==> config.mk <==
export PLATFORM = sky130hd
export DESIGN_NAME = batch_slot_turn_scheduler
export DESIGN_NICKNAME = d
export VERILOG_FILES = /design/src/hw/rtl/bsts_pkg.sv /design/src/hw/rtl/bsts_front.sv /design/src/hw/rtl/bsts_queue.sv /design/src/hw/rtl/bsts_back.sv /design/src/hw/rtl/batch_slot_turn_scheduler.sv
export SDC_FILE = /design/constraint.sdc
export NUM_CORES = 1
export LEC_CHECK = 0
export BUFFER_PORTS_ARGS = -buffer_cell sky130_fd_sc_hd__buf_2
export CELL_PAD_IN_SITES_DETAIL_PLACEMENT = 2
export CELL_PAD_IN_SITES_GLOBAL_PLACEMENT = 2
export CORE_MARGIN = 4
export CORE_UTILIZATION = 41
export DETAILED_ROUTE_END_ITERATION = 16
export PLACE_DENSITY = 0.82
export SLEW_MARGIN = 20
export SYNTH_ARGS = -nofsm -noshare
export SYNTH_HDL_FRONTEND = slang
export SYNTH_SLANG_ARGS = --single-unit
==> constraint.sdc <==
create_clock -name i_clk -period 6.1 [get_ports i_clk]
set_input_delay 1.22 -clock i_clk [delete_from_list [all_inputs] [get_ports i_clk]]
set_output_delay 1.22 -clock i_clk [all_outputs]
set_load 0.005 [all_outputs]
==> src/hw/rtl/bsts_pkg.sv <==
`timescale 1ns / 1ps

package bsts_pkg;

    // slot and queue sizing
    localparam int MAX_SLOTS  = 8;
    localparam int RECV_DEPTH = 8;
    localparam int SLOT_W     = $clog2(MAX_SLOTS);
    localparam int CNT_W      = $clog2(MAX_SLOTS + 1);
    localparam int RPTR_W     = $clog2(RECV_DEPTH);
    localparam int RCNT_W     = $clog2(RECV_DEPTH + 1);
    localparam int CFG_W      = 4;
    localparam int CMD_W      = 4;
    localparam int QDEPTH     = 2;
    localparam int QPTR_W     = $clog2(QDEPTH);
    localparam int QCNT_W     = $clog2(QDEPTH + 1);

    // command codes
    typedef enum logic [CMD_W-1:0] {
        CMD_TRY_RUN   = 4'd0,
        CMD_YIELD     = 4'd1,
        CMD_TRY_RECV  = 4'd2,
        CMD_PUSH_RECV = 4'd3,
        CMD_STANDBY   = 4'd4,
        CMD_NOT_READY = 4'd5,
        CMD_FINISH    = 4'd6,
        CMD_CHECK_FIN = 4'd7,
        CMD_RELEASE   = 4'd8
    } t_cmd;

    // slot status codes
    typedef enum logic [1:0] {
        ST_NOTREADY = 2'd0,
        ST_STANDBY  = 2'd1,
        ST_RUNNING  = 2'd2,
        ST_FINISHED = 2'd3
    } t_stat;

    // classified command handed from front to back
    typedef struct packed {
        t_cmd              cmd;
        logic [SLOT_W-1:0] slot;
        logic              oob;
    } t_op;

    // result item
    typedef struct packed {
        logic              granted;
        logic              error;
        logic [SLOT_W-1:0] next_slot;
        logic              next_valid;
        t_stat             slot_state;
    } t_res;

    // effective slot count: zero acts as one, large values clamp
    function automatic logic [CNT_W-1:0] clamp_count(input logic [CFG_W-1:0] v);
        logic [CNT_W-1:0] r;
        begin
            if (v == '0) begin
                r = CNT_W'(1);
            end else if (int'(v) > MAX_SLOTS) begin
                r = CNT_W'(MAX_SLOTS);
            end else begin
                r = CNT_W'(v);
            end
            return r;
        end
    endfunction

endpackage

==> src/hw/rtl/bsts_front.sv <==
`timescale 1ns / 1ps

module bsts_front (
    input  logic                      i_clk,
    input  logic                      i_rst_n,
    input  logic [bsts_pkg::CNT_W-1:0] i_slot_cnt,
    input  logic                      i_valid,
    output logic                      o_ready,
    input  logic [3:0]                i_command,
    input  logic [2:0]                i_slot_id,
    output logic                      o_push,
    output bsts_pkg::t_op             o_op,
    input  logic                      i_q_ready
);
    import bsts_pkg::*;

    logic r_valid;
    t_op  r_op;
    t_op  n_op;

    // free when empty or when the held item moves into the queue this cycle
    assign o_ready = !r_valid || i_q_ready;
    assign o_push  = r_valid;
    assign o_op    = r_op;

    // classify: decode command and flag ids beyond the active count
    always_comb begin
        n_op.cmd  = t_cmd'(i_command);
        n_op.slot = SLOT_W'(i_slot_id);
        n_op.oob  = ({1'b0, i_slot_id} >= CNT_W'(i_slot_cnt));
    end

    always_ff @(posedge i_clk) begin
        if (!i_rst_n) begin
            r_valid <= 1'b0;
        end else if (i_valid && o_ready) begin
            r_valid <= 1'b1;
        end else if (i_q_ready) begin
            r_valid <= 1'b0;
        end
    end

    always_ff @(posedge i_clk) begin
        if (i_valid && o_ready) begin
            r_op <= n_op;
        end
    end

endmodule

==> src/hw/rtl/bsts_queue.sv <==
`timescale 1ns / 1ps

module bsts_queue (
    input  logic          i_clk,
    input  logic          i_rst_n,
    input  logic          i_push,
    input  bsts_pkg::t_op i_op,
    output logic          o_ready,
    output logic          o_valid,
    output bsts_pkg::t_op o_op,
    input  logic          i_pop
);
    import bsts_pkg::*;

    t_op               r_mem [QDEPTH];
    logic [QPTR_W-1:0] r_wptr;
    logic [QPTR_W-1:0] r_rptr;
    logic [QCNT_W-1:0] r_cnt;
    logic              wr;
    logic              rd;

    assign o_ready = (r_cnt != QCNT_W'(QDEPTH));
    assign o_valid = (r_cnt != '0);
    assign o_op    = r_mem[r_rptr];
    assign wr      = i_push && o_ready;
    assign rd      = i_pop && o_valid;

    // pointers and fill count
    always_ff @(posedge i_clk) begin
        if (!i_rst_n) begin
            r_wptr <= '0;
            r_rptr <= '0;
            r_cnt  <= '0;
        end else begin
            if (wr) begin
                r_wptr <= (int'(r_wptr) == QDEPTH - 1) ? '0 : r_wptr + QPTR_W'(1);
            end
            if (rd) begin
                r_rptr <= (int'(r_rptr) == QDEPTH - 1) ? '0 : r_rptr + QPTR_W'(1);
            end
            if (wr && !rd) begin
                r_cnt <= r_cnt + QCNT_W'(1);
            end else if (rd && !wr) begin
                r_cnt <= r_cnt - QCNT_W'(1);
            end
        end
    end

    // entry storage
    always_ff @(posedge i_clk) begin
        if (wr) begin
            r_mem[r_wptr] <= i_op;
        end
    end

endmodule

==> src/hw/rtl/bsts_back.sv <==
`timescale 1ns / 1ps

module bsts_back (
    input  logic                       i_clk,
    input  logic                       i_rst_n,
    input  logic [bsts_pkg::CNT_W-1:0] i_slot_cnt,
    input  logic                       i_q_valid,
    input  bsts_pkg::t_op              i_op,
    output logic                       o_pop,
    output logic                       o_valid,
    input  logic                       i_ready,
    output bsts_pkg::t_res             o_res
);
    import bsts_pkg::*;

    // scheduler state
    t_stat              r_stat [MAX_SLOTS];
    t_stat              n_stat [MAX_SLOTS];
    logic [SLOT_W-1:0]  r_ptr;
    logic [SLOT_W-1:0]  n_ptr;
    logic               r_ptr_valid;
    logic               n_ptr_valid;
    logic [SLOT_W-1:0]  r_fifo [RECV_DEPTH];
    logic [RPTR_W-1:0]  r_head;
    logic [RPTR_W-1:0]  n_head;
    logic [RCNT_W-1:0]  r_rcnt;
    logic [RCNT_W-1:0]  n_rcnt;
    logic               fifo_we;
    logic [RPTR_W-1:0]  fifo_waddr;

    // output register
    logic               r_out_valid;
    t_res               r_res;
    t_res               n_res;

    // scan results
    logic [MAX_SLOTS-1:0] act;
    logic [MAX_SLOTS-1:0] stby;
    logic [MAX_SLOTS-1:0] self_mask;
    logic                 running_any;
    logic                 other_stby;
    logic [CNT_W-1:0]     live_cnt;
    logic [SLOT_W:0]      yld_pick;
    logic [SLOT_W:0]      nr_pick;
    logic                 take;
    t_stat                cur;
    logic [RPTR_W:0]      waddr_sum;

    // first standby slot after s, wrapping at n, s itself checked last
    // returns {found, slot}
    function automatic logic [SLOT_W:0] pick_next(
        input logic [MAX_SLOTS-1:0] mask,
        input logic [SLOT_W-1:0]    s,
        input logic [CNT_W-1:0]     n
    );
        logic [CNT_W:0]    t;
        logic              found;
        logic [SLOT_W-1:0] idx;
        begin
            found = 1'b0;
            idx   = '0;
            for (int k = 1; k <= MAX_SLOTS; k++) begin
                t = (CNT_W+1)'(s) + (CNT_W+1)'(k);
                if (t >= (CNT_W+1)'(n)) begin
                    t = t - (CNT_W+1)'(n);
                end
                if (k <= int'(n) && !found && mask[t[SLOT_W-1:0]]) begin
                    found = 1'b1;
                    idx   = t[SLOT_W-1:0];
                end
            end
            return {found, idx};
        end
    endfunction

    assign take    = i_q_valid && (!r_out_valid || i_ready);
    assign o_pop   = take;
    assign o_valid = r_out_valid;
    assign o_res   = r_res;
    assign cur     = r_stat[i_op.slot];

    // status scan over the active slots
    always_comb begin
        running_any = 1'b0;
        live_cnt    = '0;
        for (int i = 0; i < MAX_SLOTS; i++) begin
            act[i]       = (CNT_W'(i) < i_slot_cnt);
            stby[i]      = act[i] && (r_stat[i] == ST_STANDBY);
            self_mask[i] = (SLOT_W'(i) == i_op.slot);
            if (act[i] && r_stat[i] == ST_RUNNING) begin
                running_any = 1'b1;
            end
            if (act[i] && r_stat[i] != ST_NOTREADY) begin
                live_cnt = live_cnt + CNT_W'(1);
            end
        end
        other_stby = |(stby & ~self_mask);
        yld_pick   = pick_next(stby, i_op.slot, i_slot_cnt);
        nr_pick    = pick_next(stby & ~self_mask, i_op.slot, i_slot_cnt);
    end

    // receive queue write slot
    always_comb begin
        waddr_sum = (RPTR_W+1)'(r_head) + (RPTR_W+1)'(r_rcnt);
        if (waddr_sum >= (RPTR_W+1)'(RECV_DEPTH)) begin
            waddr_sum = waddr_sum - (RPTR_W+1)'(RECV_DEPTH);
        end
        fifo_waddr = waddr_sum[RPTR_W-1:0];
    end

    // command execution
    always_comb begin
        n_stat      = r_stat;
        n_ptr       = r_ptr;
        n_ptr_valid = r_ptr_valid;
        n_head      = r_head;
        n_rcnt      = r_rcnt;
        fifo_we     = 1'b0;
        n_res       = '0;
        if (i_op.oob) begin
            n_res.error = 1'b1;
        end else begin
            unique case (i_op.cmd) inside
                CMD_TRY_RUN: begin
                    if (cur == ST_RUNNING) begin
                        n_res.granted = 1'b1;
                    end else if (!running_any && cur == ST_STANDBY &&
                                 (!r_ptr_valid || r_ptr == i_op.slot)) begin
                        n_stat[i_op.slot] = ST_RUNNING;
                        n_ptr             = i_op.slot;
                        n_ptr_valid       = 1'b1;
                        n_res.granted     = 1'b1;
                    end
                end
                CMD_YIELD: begin
                    if (other_stby && cur == ST_RUNNING) begin
                        n_ptr_valid       = yld_pick[SLOT_W];
                        n_ptr             = yld_pick[SLOT_W-1:0];
                        n_stat[i_op.slot] = ST_STANDBY;
                        n_res.granted     = 1'b1;
                    end
                end
                CMD_TRY_RECV: begin
                    if (cur == ST_RUNNING) begin
                        n_res.granted = 1'b1;
                    end else if (r_rcnt > RCNT_W'(1)) begin
                        n_res.granted = (r_fifo[r_head] == i_op.slot);
                    end else begin
                        n_res.granted = (live_cnt <= CNT_W'(1));
                    end
                    if (n_res.granted && r_rcnt != '0) begin
                        n_head = (int'(r_head) == RECV_DEPTH - 1) ? '0
                                                                 : r_head + RPTR_W'(1);
                        n_rcnt = r_rcnt - RCNT_W'(1);
                    end
                end
                CMD_PUSH_RECV: begin
                    if (r_rcnt == RCNT_W'(RECV_DEPTH)) begin
                        n_res.error = 1'b1;
                    end else begin
                        fifo_we       = 1'b1;
                        n_rcnt        = r_rcnt + RCNT_W'(1);
                        n_res.granted = 1'b1;
                    end
                end
                CMD_STANDBY: begin
                    if (cur != ST_RUNNING) begin
                        n_stat[i_op.slot] = ST_STANDBY;
                        n_res.granted     = 1'b1;
                    end
                end
                CMD_NOT_READY, CMD_RELEASE: begin
                    // release never yields: the slot is not running
                    if (i_op.cmd == CMD_NOT_READY || cur == ST_FINISHED ||
                        cur == ST_NOTREADY) begin
                        n_stat[i_op.slot] = ST_NOTREADY;
                        if (r_ptr_valid && r_ptr == i_op.slot) begin
                            n_ptr_valid = nr_pick[SLOT_W];
                            n_ptr       = nr_pick[SLOT_W-1:0];
                        end
                        n_res.granted = 1'b1;
                    end
                end
                CMD_FINISH: begin
                    n_stat[i_op.slot] = ST_FINISHED;
                    n_res.granted     = 1'b1;
                end
                CMD_CHECK_FIN: begin
                    n_res.granted = (cur == ST_FINISHED || cur == ST_NOTREADY);
                end
                default: begin
                end
            endcase
            n_res.slot_state = n_stat[i_op.slot];
        end
        n_res.next_valid = n_ptr_valid;
        n_res.next_slot  = n_ptr_valid ? n_ptr : '0;
    end

    // state update
    always_ff @(posedge i_clk) begin
        if (!i_rst_n) begin
            for (int i = 0; i < MAX_SLOTS; i++) begin
                r_stat[i] <= ST_NOTREADY;
            end
            r_ptr       <= '0;
            r_ptr_valid <= 1'b0;
            r_head      <= '0;
            r_rcnt      <= '0;
        end else if (take) begin
            r_stat      <= n_stat;
            r_ptr       <= n_ptr;
            r_ptr_valid <= n_ptr_valid;
            r_head      <= n_head;
            r_rcnt      <= n_rcnt;
        end
    end

    // receive queue storage
    always_ff @(posedge i_clk) begin
        if (take && fifo_we) begin
            r_fifo[fifo_waddr] <= i_op.slot;
        end
    end

    // result register
    always_ff @(posedge i_clk) begin
        if (!i_rst_n) begin
            r_out_valid <= 1'b0;
        end else if (take) begin
            r_out_valid <= 1'b1;
        end else if (i_ready) begin
            r_out_valid <= 1'b0;
        end
    end

    always_ff @(posedge i_clk) begin
        if (take) begin
            r_res <= n_res;
        end
    end

`ifndef SYNTH
    // an error result never grants
    a_err_no_grant: assert property (@(posedge i_clk) disable iff (!i_rst_n)
        r_out_valid |-> !(r_res.error && r_res.granted))
        else $error("error and granted both set");

    // an empty pointer reads as slot zero
    a_ptr_empty_zero: assert property (@(posedge i_clk) disable iff (!i_rst_n)
        (r_out_valid && !r_res.next_valid) |-> (r_res.next_slot == '0))
        else $error("empty pointer with nonzero slot");

    // receive count stays within the queue depth
    a_rcnt_bound: assert property (@(posedge i_clk) disable iff (!i_rst_n)
        r_rcnt <= RCNT_W'(RECV_DEPTH))
        else $error("receive count overflow");

    // a granted run leaves the pointer on that slot
    a_run_ptr: assert property (@(posedge i_clk) disable iff (!i_rst_n)
        (take && n_res.granted && i_op.cmd == CMD_TRY_RUN)
            |=> (r_ptr_valid && r_stat[r_ptr] == ST_RUNNING))
        else $error("granted run without pointer");
`endif

endmodule

==> src/hw/rtl/batch_slot_turn_scheduler.sv <==
`timescale 1ns / 1ps

// Batch slot turn scheduler. Each command names a slot and returns one result
// item: granted, error, the round-robin pointer after the command and the
// named slot's status. Blocking waits are try commands; the caller retries
// until granted. A front stage registers and classifies each command (id range
// check against the active slot count) and hands it through a two-entry queue
// to the execution stage, which applies the command combinationally,
// including the scan over up to eight slot statuses, and writes the result
// register. A command passes the front register, the queue and the result
// register before o_valid rises; one command per cycle is sustained while the
// result side keeps taking items. The user must write the active slot count
// through i_cfg_we / i_cfg_data only while no command is in flight; the block
// itself does not enforce this. Zero acts as one and values above eight act
// as eight.
module batch_slot_turn_scheduler (
    input  logic       i_clk,
    input  logic       i_rst_n,
    input  logic       i_cfg_we,
    input  logic [3:0] i_cfg_data,
    input  logic       i_valid,
    output logic       o_ready,
    input  logic [3:0] i_command,
    input  logic [2:0] i_slot_id,
    output logic       o_valid,
    input  logic       i_ready,
    output logic       o_granted,
    output logic       o_error,
    output logic [2:0] o_next_slot,
    output logic       o_next_valid,
    output logic [1:0] o_slot_state
);
    import bsts_pkg::*;

    logic [CFG_W-1:0] r_active_slots;
    logic [CNT_W-1:0] slot_cnt;
    logic             f_push;
    t_op              f_op;
    logic             q_ready;
    logic             q_valid;
    t_op              q_op;
    logic             b_pop;
    t_res             b_res;

    // active slot count register
    always_ff @(posedge i_clk) begin
        if (!i_rst_n) begin
            r_active_slots <= CFG_W'(MAX_SLOTS);
        end else if (i_cfg_we) begin
            r_active_slots <= i_cfg_data;
        end
    end

    assign slot_cnt = clamp_count(r_active_slots);

    bsts_front u_front (
        .i_clk      (i_clk),
        .i_rst_n    (i_rst_n),
        .i_slot_cnt (slot_cnt),
        .i_valid    (i_valid),
        .o_ready    (o_ready),
        .i_command  (i_command),
        .i_slot_id  (i_slot_id),
        .o_push     (f_push),
        .o_op       (f_op),
        .i_q_ready  (q_ready)
    );

    bsts_queue u_queue (
        .i_clk   (i_clk),
        .i_rst_n (i_rst_n),
        .i_push  (f_push),
        .i_op    (f_op),
        .o_ready (q_ready),
        .o_valid (q_valid),
        .o_op    (q_op),
        .i_pop   (b_pop)
    );

    bsts_back u_back (
        .i_clk      (i_clk),
        .i_rst_n    (i_rst_n),
        .i_slot_cnt (slot_cnt),
        .i_q_valid  (q_valid),
        .i_op       (q_op),
        .o_pop      (b_pop),
        .o_valid    (o_valid),
        .i_ready    (i_ready),
        .o_res      (b_res)
    );

    // result fields
    assign o_granted    = b_res.granted;
    assign o_error      = b_res.error;
    assign o_next_slot  = b_res.next_slot;
    assign o_next_valid = b_res.next_valid;
    assign o_slot_state = b_res.slot_state;

endmodule

==> flow_metrics.py, run 1 <==
metrics = {
    "synthesis": {
        "ys_types": 110,
        "syn_area_um2": 9870,
        "yosysTopAreaCell": "edfxtp_1",
        "syn_area_per_cell_um2": 8.68,
        "synth.area.top_cells": "edfxtp_1, dfxtp_1, ha_1, mux2i_1, o21ai_0",
        "syn-instance-count": 1137,
        "synth_top_area_share_pct": 17.0,
        "synth_edf_count": 56,
        "synth.most_common_cell": "nand2_1",
        "synth_warnings": 0,
        "postSynth.asyncResetShare_pct": 0,
        "synth_seq_area_share_pct": 25.4,
        "synthFlopType": "edfxtp_1",
        "synth.ff_latch_count": 97,
        "synth_common_cells": "nand2_1, o21ai_0, nor2_1",
        "syn_nets": 1212,
    },
    "layout": {
        "area_growth_pct": 7.99,
        "fill_cells": 2703,
        "drive_gt1_share_pct": 13.8,
        "antenna_cells": 0,
        "finalNetCount": 1224,
    },
    "job": {
        "cap_violations": 0,
    },
    "floorplan": {
        "num_rows": 56,
        "io_pins": 26,
        "die_y_um": 163,
        "placeableCoreArea_um2": 23500,
        "die_w_um": 163,
        "start_util_pct": 41.9,
        "die_area_um2": 26600,
    },
    "timing": {
        "max_freq_mhz": 169,
        "tightest_slew_ps": 997,
        "slew_headroom_pct": 33.0,
        "fin_skew_ps": 16.0,
        "finalHoldViolations": 0,
        "setup_tns_ps": 0,
        "slew_violations": 0,
        "finalCriticalPeriod_ps": 5920,
        "setup_violations": 0,
        "grt_setup_unrepaired": "no",
        "fin_crit_sh_pct": 97.1,
    },
    "cts": {
        "postCtsResizedCells": 1,
        "cts_setup_buffers": 0,
        "cts.sinks": 97,
        "cts_tree": "yes",
        "cts-buffers-inserted": 9,
        "insertion_delay_ps": 370,
        "clkTransAtPathRegs_ps": 80,
        "root_buffer": "clkbuf_16",
        "hold_buffers": 0,
        "cts_max_path_buffers": 2,
        "cts-htree-levels": 3,
    },
    "route": {
        "vias_per_cell": 6.69,
        "wl_per_cell_um": 28.1,
        "met2_length_mm": 19.2,
        "first_iter_violations": 807,
        "vias": 9857,
        "drt_wl_total_mm": 41.3,
        "wl_met1_mm": 18.5,
        "wl_met3_mm": 2.66,
        "ant_nets": 0,
        "routed.top_layer": "met4",
        "drt_first_pass_iters": 8,
        "route.detailed.drc": 0,
    },
    "worst_setup_path": {
        "cp.arrival_ps": 6040,
        "critPathKind": "reg2reg",
        "worstPathMaxFanout": 11,
        "crit_slowest_cell": "or3_4",
        "r2r-end": "u_back.o_res[7]",
        "cp_cell_sequence": "or3_4 > o21ai_0 > inv_1 > ha_1 > xnor2_2 > ha_1 > nand2_1 > o31ai_1 > ha_1 > mux2_2 > ha_1 > mux2_2 > ha_1 > mux2i_2 > inv_1 > ha_1 > xor2_1 > a32oi_2 > nor2_1 > a21oi_1 > nor3_1 > nor3_2 > nor3_1",
        "crit_required_ps": 6220,
        "critical_path_buf_inv_count": 2,
        "r2r_cells": 23,
        "cp_top_family": "adder cells",
        "worstSetupStartpointType": "register",
        "regToRegSetupSlack_ps": 180,
        "end_kind": "register",
        "r2r_start": "r_active_slots[1]",
        "path_common_cell": "ha_1",
        "worstSetupPathDepth": 23,
        "max_stage_delay_ps": 450,
    },
    "min_path": {
        "hold-path-endpoint": "u_queue.r_mem[0][6]",
        "min-delay-start": "u_front.o_op[6]",
        "hold_path_class": "reg2reg",
        "hold_depth": 0,
    },
    "global_routing": {
        "grt_usage_pct": 31.1,
        "grt_max_degree": 42,
        "grt_pass1_wl_mm": 64.4,
        "grt_pass1_vias": 10500,
        "antenna_found_initial": 0,
        "grt.overflow.total": 0,
    },
    "placed_design": {
        "port_buffers": 25,
        "post-dp-hpwl_mm": 31.5,
        "gp_congestion": 0.951,
    },
    "power_and_ir_drop": {
        "peakVddDrop_uv": 221,
        "power_density_nw_per_um2": 510,
        "power_leakage_uw": 0.00394,
        "total_power_uw": 5440,
    },
    "run_status": {
        "status": "finished clean",
    },
}
## layer usage
metal | global-route usage (%) | vias to the layer above
li1 | - | 4351
met2 | 50.4 | 380
met4 | 7.97 | 0
met3 | 5.10 | 73
met1 | 43.4 | 5053
met5 | 0 | -
## worst max path at each step
stage	from	to	slack, ps
2_1_floorplan	register	u_back.o_res[3]	860
3_3_place_gp	r_active_slots[1]	u_back.o_res[7]	510
3_5_place_dp	r_active_slots[1]	u_back.o_res[7]	90
4_1_cts	r_active_slots[1]	u_back.o_res[7]	20
5_1_grt	register	u_back.o_res[4]	4
6_report	r_active_slots[1]	u_back.o_res[7]	180
## cell usage in the layout, fill, tap and decap left out, types with 10 or more instances in the layout
cell and n:
ha_1 54, inv_1 36, nand2b_1 18, a21oi_1 63, nor2_1 82, nor2b_1 18
a22oi_1 10, nor3b_1 10, buf_4 24, edfxtp_1 56, and2_1 24, o21ai_0 89
nor3_1 34, xor2_1 14, mux2i_1 53, or3_1 10, buf_2 25, o211ai_1 25
nand3_1 30, nand2_1 108, dfxtp_1 40, mux4_2 15, xnor2_1 19, a21boi_0 11
a31oi_1 20
## where the power goes
group	internal, µW	switching (µW)
Sequential	787	81.5
Combinational	1350	2630
Clock	285	296
## area by class of cell
type / instances / area, µm² / area share, %
Clock buffer: 9 / 225 / 2.11
Clock inverter: 7 / 61.3 / 0.575
Inverter: 41 / 159 / 1.49
Multi-Input combinational cell: 951 / 7000 / 65.7
Sequential cell: 97 / 2500 / 23.5
Tap cell: 319 / 399 / 3.75
Timing Repair Buffer: 49 / 305 / 2.86
## stage by stage
stage / util [%] / instance area [µm²] / hold WS, ps / worst slack [ps] / instances
after floorplan: - / 9870 / 421 / 862 / 1137
after global placement: 43.9 / 10300 / 425 / 506 / 1457
after detailed placement: 43.9 / 10300 / 437 / 93.4 / 1457
after CTS: 45.2 / 10600 / 455 / 15.9 / 1473
after global routing: 45.3 / 10700 / 468 / 3.51 / 1473
final: 45.3 / 10700 / 453 / 176 / 1473
## state kept, by name, indices dropped and copies added (netlist names), named ones only
signal              flops
r_active_slots          4
u_back.o_res            8
u_back.o_valid          1
u_back.r_fifo          24
u_back.r_head           3
u_back.r_ptr            3
u_back.r_ptr_valid      1
u_back.r_rcnt           4
u_back.r_stat          16
u_front.o_op            8
u_front.o_push          1
u_queue.r_cnt           2
u_queue.r_mem          16
u_queue.r_rptr          1
u_queue.r_wptr          1
## logic make-up after synthesis
group / after synthesis / share of synthesized area [%]
AO/OA/AOI/OAI: 369 / 27.1
AND/OR/NAND/NOR: 403 / 21.2
multiplexers: 85 / 11.2
flip-flops: 97 / 25.4
buffers and inverters: 89 / 3.97
XOR/XNOR: 35 / 3.33
adder cells (fa/ha/maj): 59 / 7.86
Power figures use the tool's default switching activity.
==> run 2: changes to the inputs <==
--- a/config.mk
+++ b/config.mk
@@ -9,9 +9,9 @@
 export CELL_PAD_IN_SITES_DETAIL_PLACEMENT = 2
 export CELL_PAD_IN_SITES_GLOBAL_PLACEMENT = 2
 export CORE_MARGIN = 4
-export CORE_UTILIZATION = 41
+export CORE_UTILIZATION = 37
 export DETAILED_ROUTE_END_ITERATION = 16
-export PLACE_DENSITY = 0.82
+export PLACE_DENSITY = 0.78
 export SLEW_MARGIN = 20
 export SYNTH_ARGS = -nofsm -noshare
 export SYNTH_HDL_FRONTEND = slang
==> constraint.sdc (replaced) <==
create_clock -name i_clk -period 5.4 [get_ports i_clk]
set_input_delay 1.08 -clock i_clk [delete_from_list [all_inputs] [get_ports i_clk]]
set_output_delay 1.08 -clock i_clk [all_outputs]
set_load 0.005 [all_outputs]
==> run 2 against run 1 <==
Compared with the run above: register-to-register slack is essentially flat; power up 20%; worst setup slack lost 13 ps; critical path type unchanged; highest routed layer unchanged.
==> flow_metrics.py, run 2 (synthesis results as in run 1) <==
metrics = {
    "run_status": {
        "status": "finished clean",
    },
    "power_and_ir_drop": {
        "p_sw_share_pct": 52.9,
        "peakVddDrop_uv": 237,
        "power_density_nw_per_um2": 583,
        "switchingPower_uw": 3450,
        "power_leakage_uw": 0.00417,
        "internal_power_uw": 3070,
        "comb_power_share_pct": 75.0,
        "pwr-share-seq_pct": 15.0,
        "p_clk_share_pct": 10.1,
    },
    "floorplan": {
        "placeableCoreArea_um2": 26100,
        "num_rows": 59,
        "die_w_um": 171,
        "die_area_um2": 29300,
        "die_y_um": 171,
        "start_util_pct": 37.8,
        "io_pins": 26,
    },
    "min_path": {
        "hold_depth": 0,
        "hold-path-endpoint": "u_queue.r_mem[1][1]",
        "min-delay-start": "u_front.o_op[1]",
        "hold_path_class": "reg2reg",
    },
    "route": {
        "wl_met3_mm": 2.62,
        "routed.top_layer": "met4",
        "vias_per_cell": 6.47,
        "wl_met1_mm": 19.1,
        "drt_wl_total_mm": 42.3,
        "route.detailed.drc": 0,
        "drt_first_pass_iters": 4,
        "ant_nets": 0,
        "met2_length_mm": 19.7,
        "wl_per_cell_um": 27.6,
        "vias": 9937,
        "first_iter_violations": 694,
    },
    "global_routing": {
        "grt_pass1_vias": 10400,
        "grt.overflow.total": 0,
        "grt_pass1_wl_mm": 64.0,
        "grt_usage_pct": 28.2,
        "grt_max_degree": 42,
        "antenna_found_initial": 0,
    },
    "timing": {
        "tightest_slew_ps": 1060,
        "slew_headroom_pct": 27.2,
        "slew_violations": 0,
        "finalCriticalPeriod_ps": 5240,
        "fin_crit_sh_pct": 97.0,
        "finalHoldViolations": 0,
        "fin_skew_ps": 14.2,
        "setup_violations": 0,
        "max_freq_mhz": 191,
    },
    "layout": {
        "fin_cells": 1536,
        "final_cell_mix": "nand2_1, o21ai_0, nor2_1, buf_4, a21oi_1",
        "largest_reg_flops": 24,
        "top_register": "u_back.r_fifo",
        "reg.largest.list": "u_back.r_fifo x24, u_back.r_stat x16, u_queue.r_mem x16",
        "antenna_cells": 0,
        "fin_area_um2": 11200,
        "drive_gt1_share_pct": 18.9,
        "area_growth_pct": 13.4,
        "final_common_cell": "nand2_1",
        "finalNetCount": 1271,
    },
    "cts": {
        "cts-buffers-inserted": 9,
        "cts.sinks": 97,
        "clkTransAtPathRegs_ps": 70,
        "cts-htree-levels": 3,
        "root_buffer": "clkbuf_16",
        "cts_tree": "yes",
        "cts_max_path_buffers": 2,
        "insertion_delay_ps": 360,
        "hold_buffers": 0,
    },
    "placed_design": {
        "placedCellCount": 1514,
        "gp_congestion": 0.942,
        "place_area_um2": 10700,
        "post-dp-hpwl_mm": 32.4,
        "port_buffers": 25,
    },
    "worst_setup_path": {
        "startpoint": "r_active_slots[3]",
        "worstSetupStartpointType": "register",
        "worstPathMaxFanout": 20,
        "r2r_cells": 22,
        "end_kind": "register",
        "crit_required_ps": 5510,
        "r2r-end": "u_back.o_res[7]",
        "cp.arrival_ps": 5340,
        "r2r_start": "r_active_slots[3]",
        "regToRegSetupSlack_ps": 160,
        "critPathKind": "reg2reg",
    },
    "job": {
        "cap_violations": 0,
    },
}
run 2: layout make-up:
| cell class | instances | area [µm²] |
|---|---|---|
| Tap cell | 335 | 419 |
| Multi-Input combinational cell | 951 | 7150 |
| Timing Repair Buffer | 96 | 668 |
| Clock inverter | 5 | 56.3 |
| Sequential cell | 97 | 2500 |
| Clock buffer | 11 | 233 |
| Fill cell | 2933 | 14900 |
| Inverter | 41 | 159 |
run 2: per-layer routing:
metal,vias up,GRT usage [%]
li1,4449,-
met1,5087,38.7
met2,338,46.5
met3,63,5.03
met4,0,6.72
met5,-,0
run 2: through the flow:
step           setup WS (ps)  setup TNS [ps]  util (%)  power [µW]  hold slack [ps]
6_report                 164               0      42.8        6520              460
5_1_grt                -59.2           -59.2      42.8        6910              472
4_1_cts                 11.3               0      42.2        6280              462
3_5_place_dp            -146            -819      40.8        5520              434
3_3_place_gp             105               0      40.8        5340              425
2_1_floorplan            162               0         -        4000              421
run 2: worst max-delay path, cell delays in order, from the launching register on:
cell and delay, ps:
dfxtp_1 330, buf_4 310, a211o_1 310, nand2_1 200
xnor2_4 230, ha_1 260, nand2_1 80, o31ai_2 90
ha_1 300, mux2_2 300, ha_1 320, mux2_2 320
ha_4 250, mux2i_2 180, inv_1 90, ha_1 210
xor2_1 170, a32oi_2 300, nor2_2 100, a21oi_2 220
nor3_1 70, nor3_1 230, nor3_1 80
run 2: how the worst max path moves through the flow:
stage	slack [ps]	end
finish	160	u_back.o_res[7]
global route	-60	u_back.o_res[7]
CTS	10	register
detailed placement	-150	u_back.o_res[7]
global placement	110	u_back.o_res[7]
floorplan	160	u_back.o_res[3]
run 2: power by group through the flow:
stage / sequential [µW] / combinational [µW] / clock, µW
6_report: 976 / 4890 / 657
5_1_grt: 986 / 5230 / 696
4_1_cts: 973 / 4640 / 668
3_5_place_dp: 987 / 4530 / 0
3_3_place_gp: 981 / 4360 / 0
2_1_floorplan: 955 / 3050 / 0
run 2: what timing repair did:
item                                    CTS  global route
pin swaps                                 2             6
endpoints found under the setup margin   11            18
gates resized for setup                  11            30
buffers inserted                          3             3
endpoints found under the hold margin     0             0
==> run 3: changes to the inputs <==
--- a/config.mk
+++ b/config.mk
@@ -6,7 +6,7 @@
 export NUM_CORES = 1
 export LEC_CHECK = 0
 export BUFFER_PORTS_ARGS = -buffer_cell sky130_fd_sc_hd__buf_2
-export CELL_PAD_IN_SITES_DETAIL_PLACEMENT = 2
+export CELL_PAD_IN_SITES_DETAIL_PLACEMENT = 1
 export CELL_PAD_IN_SITES_GLOBAL_PLACEMENT = 2
 export CORE_MARGIN = 4
 export CORE_UTILIZATION = 37
==> run 3 against run 2 <==
Compared with the run above: final cell count shrank 0.20%; utilization decreased by 0.51 points; maximum frequency grew 1.7%; critical path type unchanged; first-iteration DRC count rose by 21%; sequential cell count is the same; count of clock-buffer cells in the layout grew 1; sequential power decreased by 0.7%; clock skew shrank 2.0 ps; die area is the same; non-clock buffer count is 3 lower; worst setup slack improved by 90 ps.
==> flow_metrics.py, run 3 (synthesis results as in run 1) <==
metrics = {
    "worst_setup_path": {
        "worstPathMaxFanout": 3,
        "crit_slowest_cell": "or3_1",
        "critical_path_buf_inv_count": 2,
        "cp_cell_sequence": "or3_1 > o21ai_2 > inv_1 > ha_4 > xnor2_2 > ha_1 > nand2_1 > o31ai_1 > ha_1 > mux2_2 > ha_1 > mux2_2 > ha_1 > mux2i_2 > inv_1 > ha_1 > xor2_1 > a32oi_2 > nor2_1 > a21oi_2 > nor3_1 > nor3_1 > nor3_1",
        "path_common_cell": "ha_1",
        "cp.arrival_ps": 5240,
        "max_stage_delay_ps": 420,
        "worstSetupStartpointType": "register",
        "crit_required_ps": 5500,
        "end_kind": "register",
        "critPathKind": "reg2reg",
        "cp_top_family": "adder cells",
    },
    "global_routing": {
        "grt_pass1_vias": 9370,
        "grt_max_degree": 42,
        "antenna_found_initial": 0,
        "grt_pass1_wl_mm": 57.5,
        "grt_usage_pct": 24.9,
        "grt.overflow.total": 0,
    },
    "layout": {
        "final_cell_mix": "nand2_1, o21ai_0, nor2_1, buf_4, a21oi_1",
        "antenna_cells": 0,
        "fin_cells": 1533,
        "area_growth_pct": 12.0,
        "final_common_cell": "nand2_1",
        "finalNetCount": 1268,
        "top_register": "u_back.r_fifo",
        "drive_gt1_share_pct": 17.4,
        "largest_reg_flops": 24,
        "fin_area_um2": 11100,
        "reg.largest.list": "u_back.r_fifo x24, u_back.r_stat x16, u_queue.r_mem x16",
    },
    "timing": {
        "slew_headroom_pct": 29.2,
        "max_freq_mhz": 194,
        "setup_ws_ps": 254,
        "grt_setup_unrepaired": "no",
        "slew_violations": 0,
        "tightest_slew_ps": 1030,
        "finalHoldViolations": 0,
        "fin_skew_ps": 12.2,
        "fin_crit_sh_pct": 95.3,
        "finalCriticalPeriod_ps": 5150,
        "setup_violations": 0,
    },
    "floorplan": {
        "die_area_um2": 29300,
        "start_util_pct": 37.8,
        "placeableCoreArea_um2": 26100,
        "io_pins": 26,
        "num_rows": 59,
        "die_w_um": 171,
        "die_y_um": 171,
    },
    "job": {
        "cap_violations": 0,
    },
    "cts": {
        "insertion_delay_ps": 340,
        "root_buffer": "clkbuf_16",
        "cts-buffers-inserted": 9,
        "hold_buffers": 0,
        "cts-htree-levels": 3,
        "clkTransAtPathRegs_ps": 70,
        "cts_tree": "yes",
        "cts.sinks": 97,
        "cts_max_path_buffers": 2,
    },
    "power_and_ir_drop": {
        "power_density_nw_per_um2": 560,
        "total_power_uw": 6190,
        "peakVddDrop_uv": 240,
        "power_leakage_uw": 0.00415,
    },
    "route": {
        "first_iter_violations": 841,
        "ant_nets": 0,
        "route.detailed.drc": 0,
        "vias_per_cell": 6.23,
        "drt_first_pass_iters": 5,
        "drt_wl_total_mm": 36.7,
        "wl_per_cell_um": 24.0,
        "vias": 9546,
    },
    "placed_design": {
        "placedCellCount": 1514,
        "post-dp-hpwl_mm": 28.7,
        "gp_congestion": 0.942,
        "pre_cts_ws_ps": -16.5,
        "place_area_um2": 10700,
        "port_buffers": 25,
    },
    "run_status": {
        "status": "finished clean",
    },
    "min_path": {
        "hold_path_class": "reg2reg",
    },
}
[run 3: cell count changes in the layout (fill, tap and decap cells not counted), sizes merged]
cell,delta
buf,-3
clkinv,-1
clkbuf,+1
inv,+1
bufinv,-1
[run 3: power by group]
part | switching [µW] | internal [µW] | total [µW]
Combinational | 2860 | 1730 | 4590
Clock | 287 | 353 | 640
Sequential | 79.9 | 889 | 969
Total | 3220 | 2970 | 6190
[run 3: worst register-to-register path: stages, from the launching register on]
cell and delay (ps):
dfxtp_1 320, or3_1 420, o21ai_2 110, inv_1 100
ha_4 290, xnor2_2 120, ha_1 260, nand2_1 60
o31ai_1 100, ha_1 330, mux2_2 300, ha_1 290
mux2_2 300, ha_1 330, mux2i_2 170, inv_1 60
ha_1 200, xor2_1 170, a32oi_2 300, nor2_1 120
a21oi_2 220, nor3_1 70, nor3_1 200, nor3_1 80
[run 3: final timing paths]
path	end	startpoint	slack, ps	depth (start not counted)
worst max-delay path	u_back.o_res[7]	r_active_slots[1]	250	23
worst min-delay path	u_queue.r_mem[1][1]	u_front.o_op[1]	450	0
worst max register to register	u_back.o_res[7]	r_active_slots[1]	250	23
worst min register to register	u_queue.r_mem[1][1]	u_front.o_op[1]	450	0
[run 3: area by class of cell]
| cell class | instances | area (µm²) |
|---|---|---|
| clock buffers | 12 | 268 |
| clock inverters | 4 | 23.8 |
| fillers | 3139 | 15100 |
| inverters | 41 | 159 |
| multi-input cells | 951 | 7040 |
| flip-flops and latches | 97 | 2500 |
| well taps | 335 | 419 |
| repair buffers | 93 | 636 |
[run 3: per-stage QoR]
step,util [%],hold WS [ps],TNS (ps)
6_report,42.3,450,0
2_1_floorplan,-,421,0
3_3_place_gp,40.8,425,0
3_5_place_dp,40.8,433,-16.5
5_1_grt,42.3,466,0
4_1_cts,42.0,450,0
[run 3: per-layer routing]
layer	part of all wire [%]	global-route usage, %	vias to the layer above
met1	49	38.0	4792
met4	0.87	2.93	0
li1	-	-	4452
met5	0	0	-
met3	5.4	2.55	30
met2	45	39.4	272
[run 3: what timing repair did]
item / 4_1_cts / 5_1_grt
endpoints found under the setup margin: 1 / 18
buffers inserted: 0 / 3
endpoints found under the hold margin: 0 / 0
resized for setup: 1 / 16
pin swaps: 0 / 5
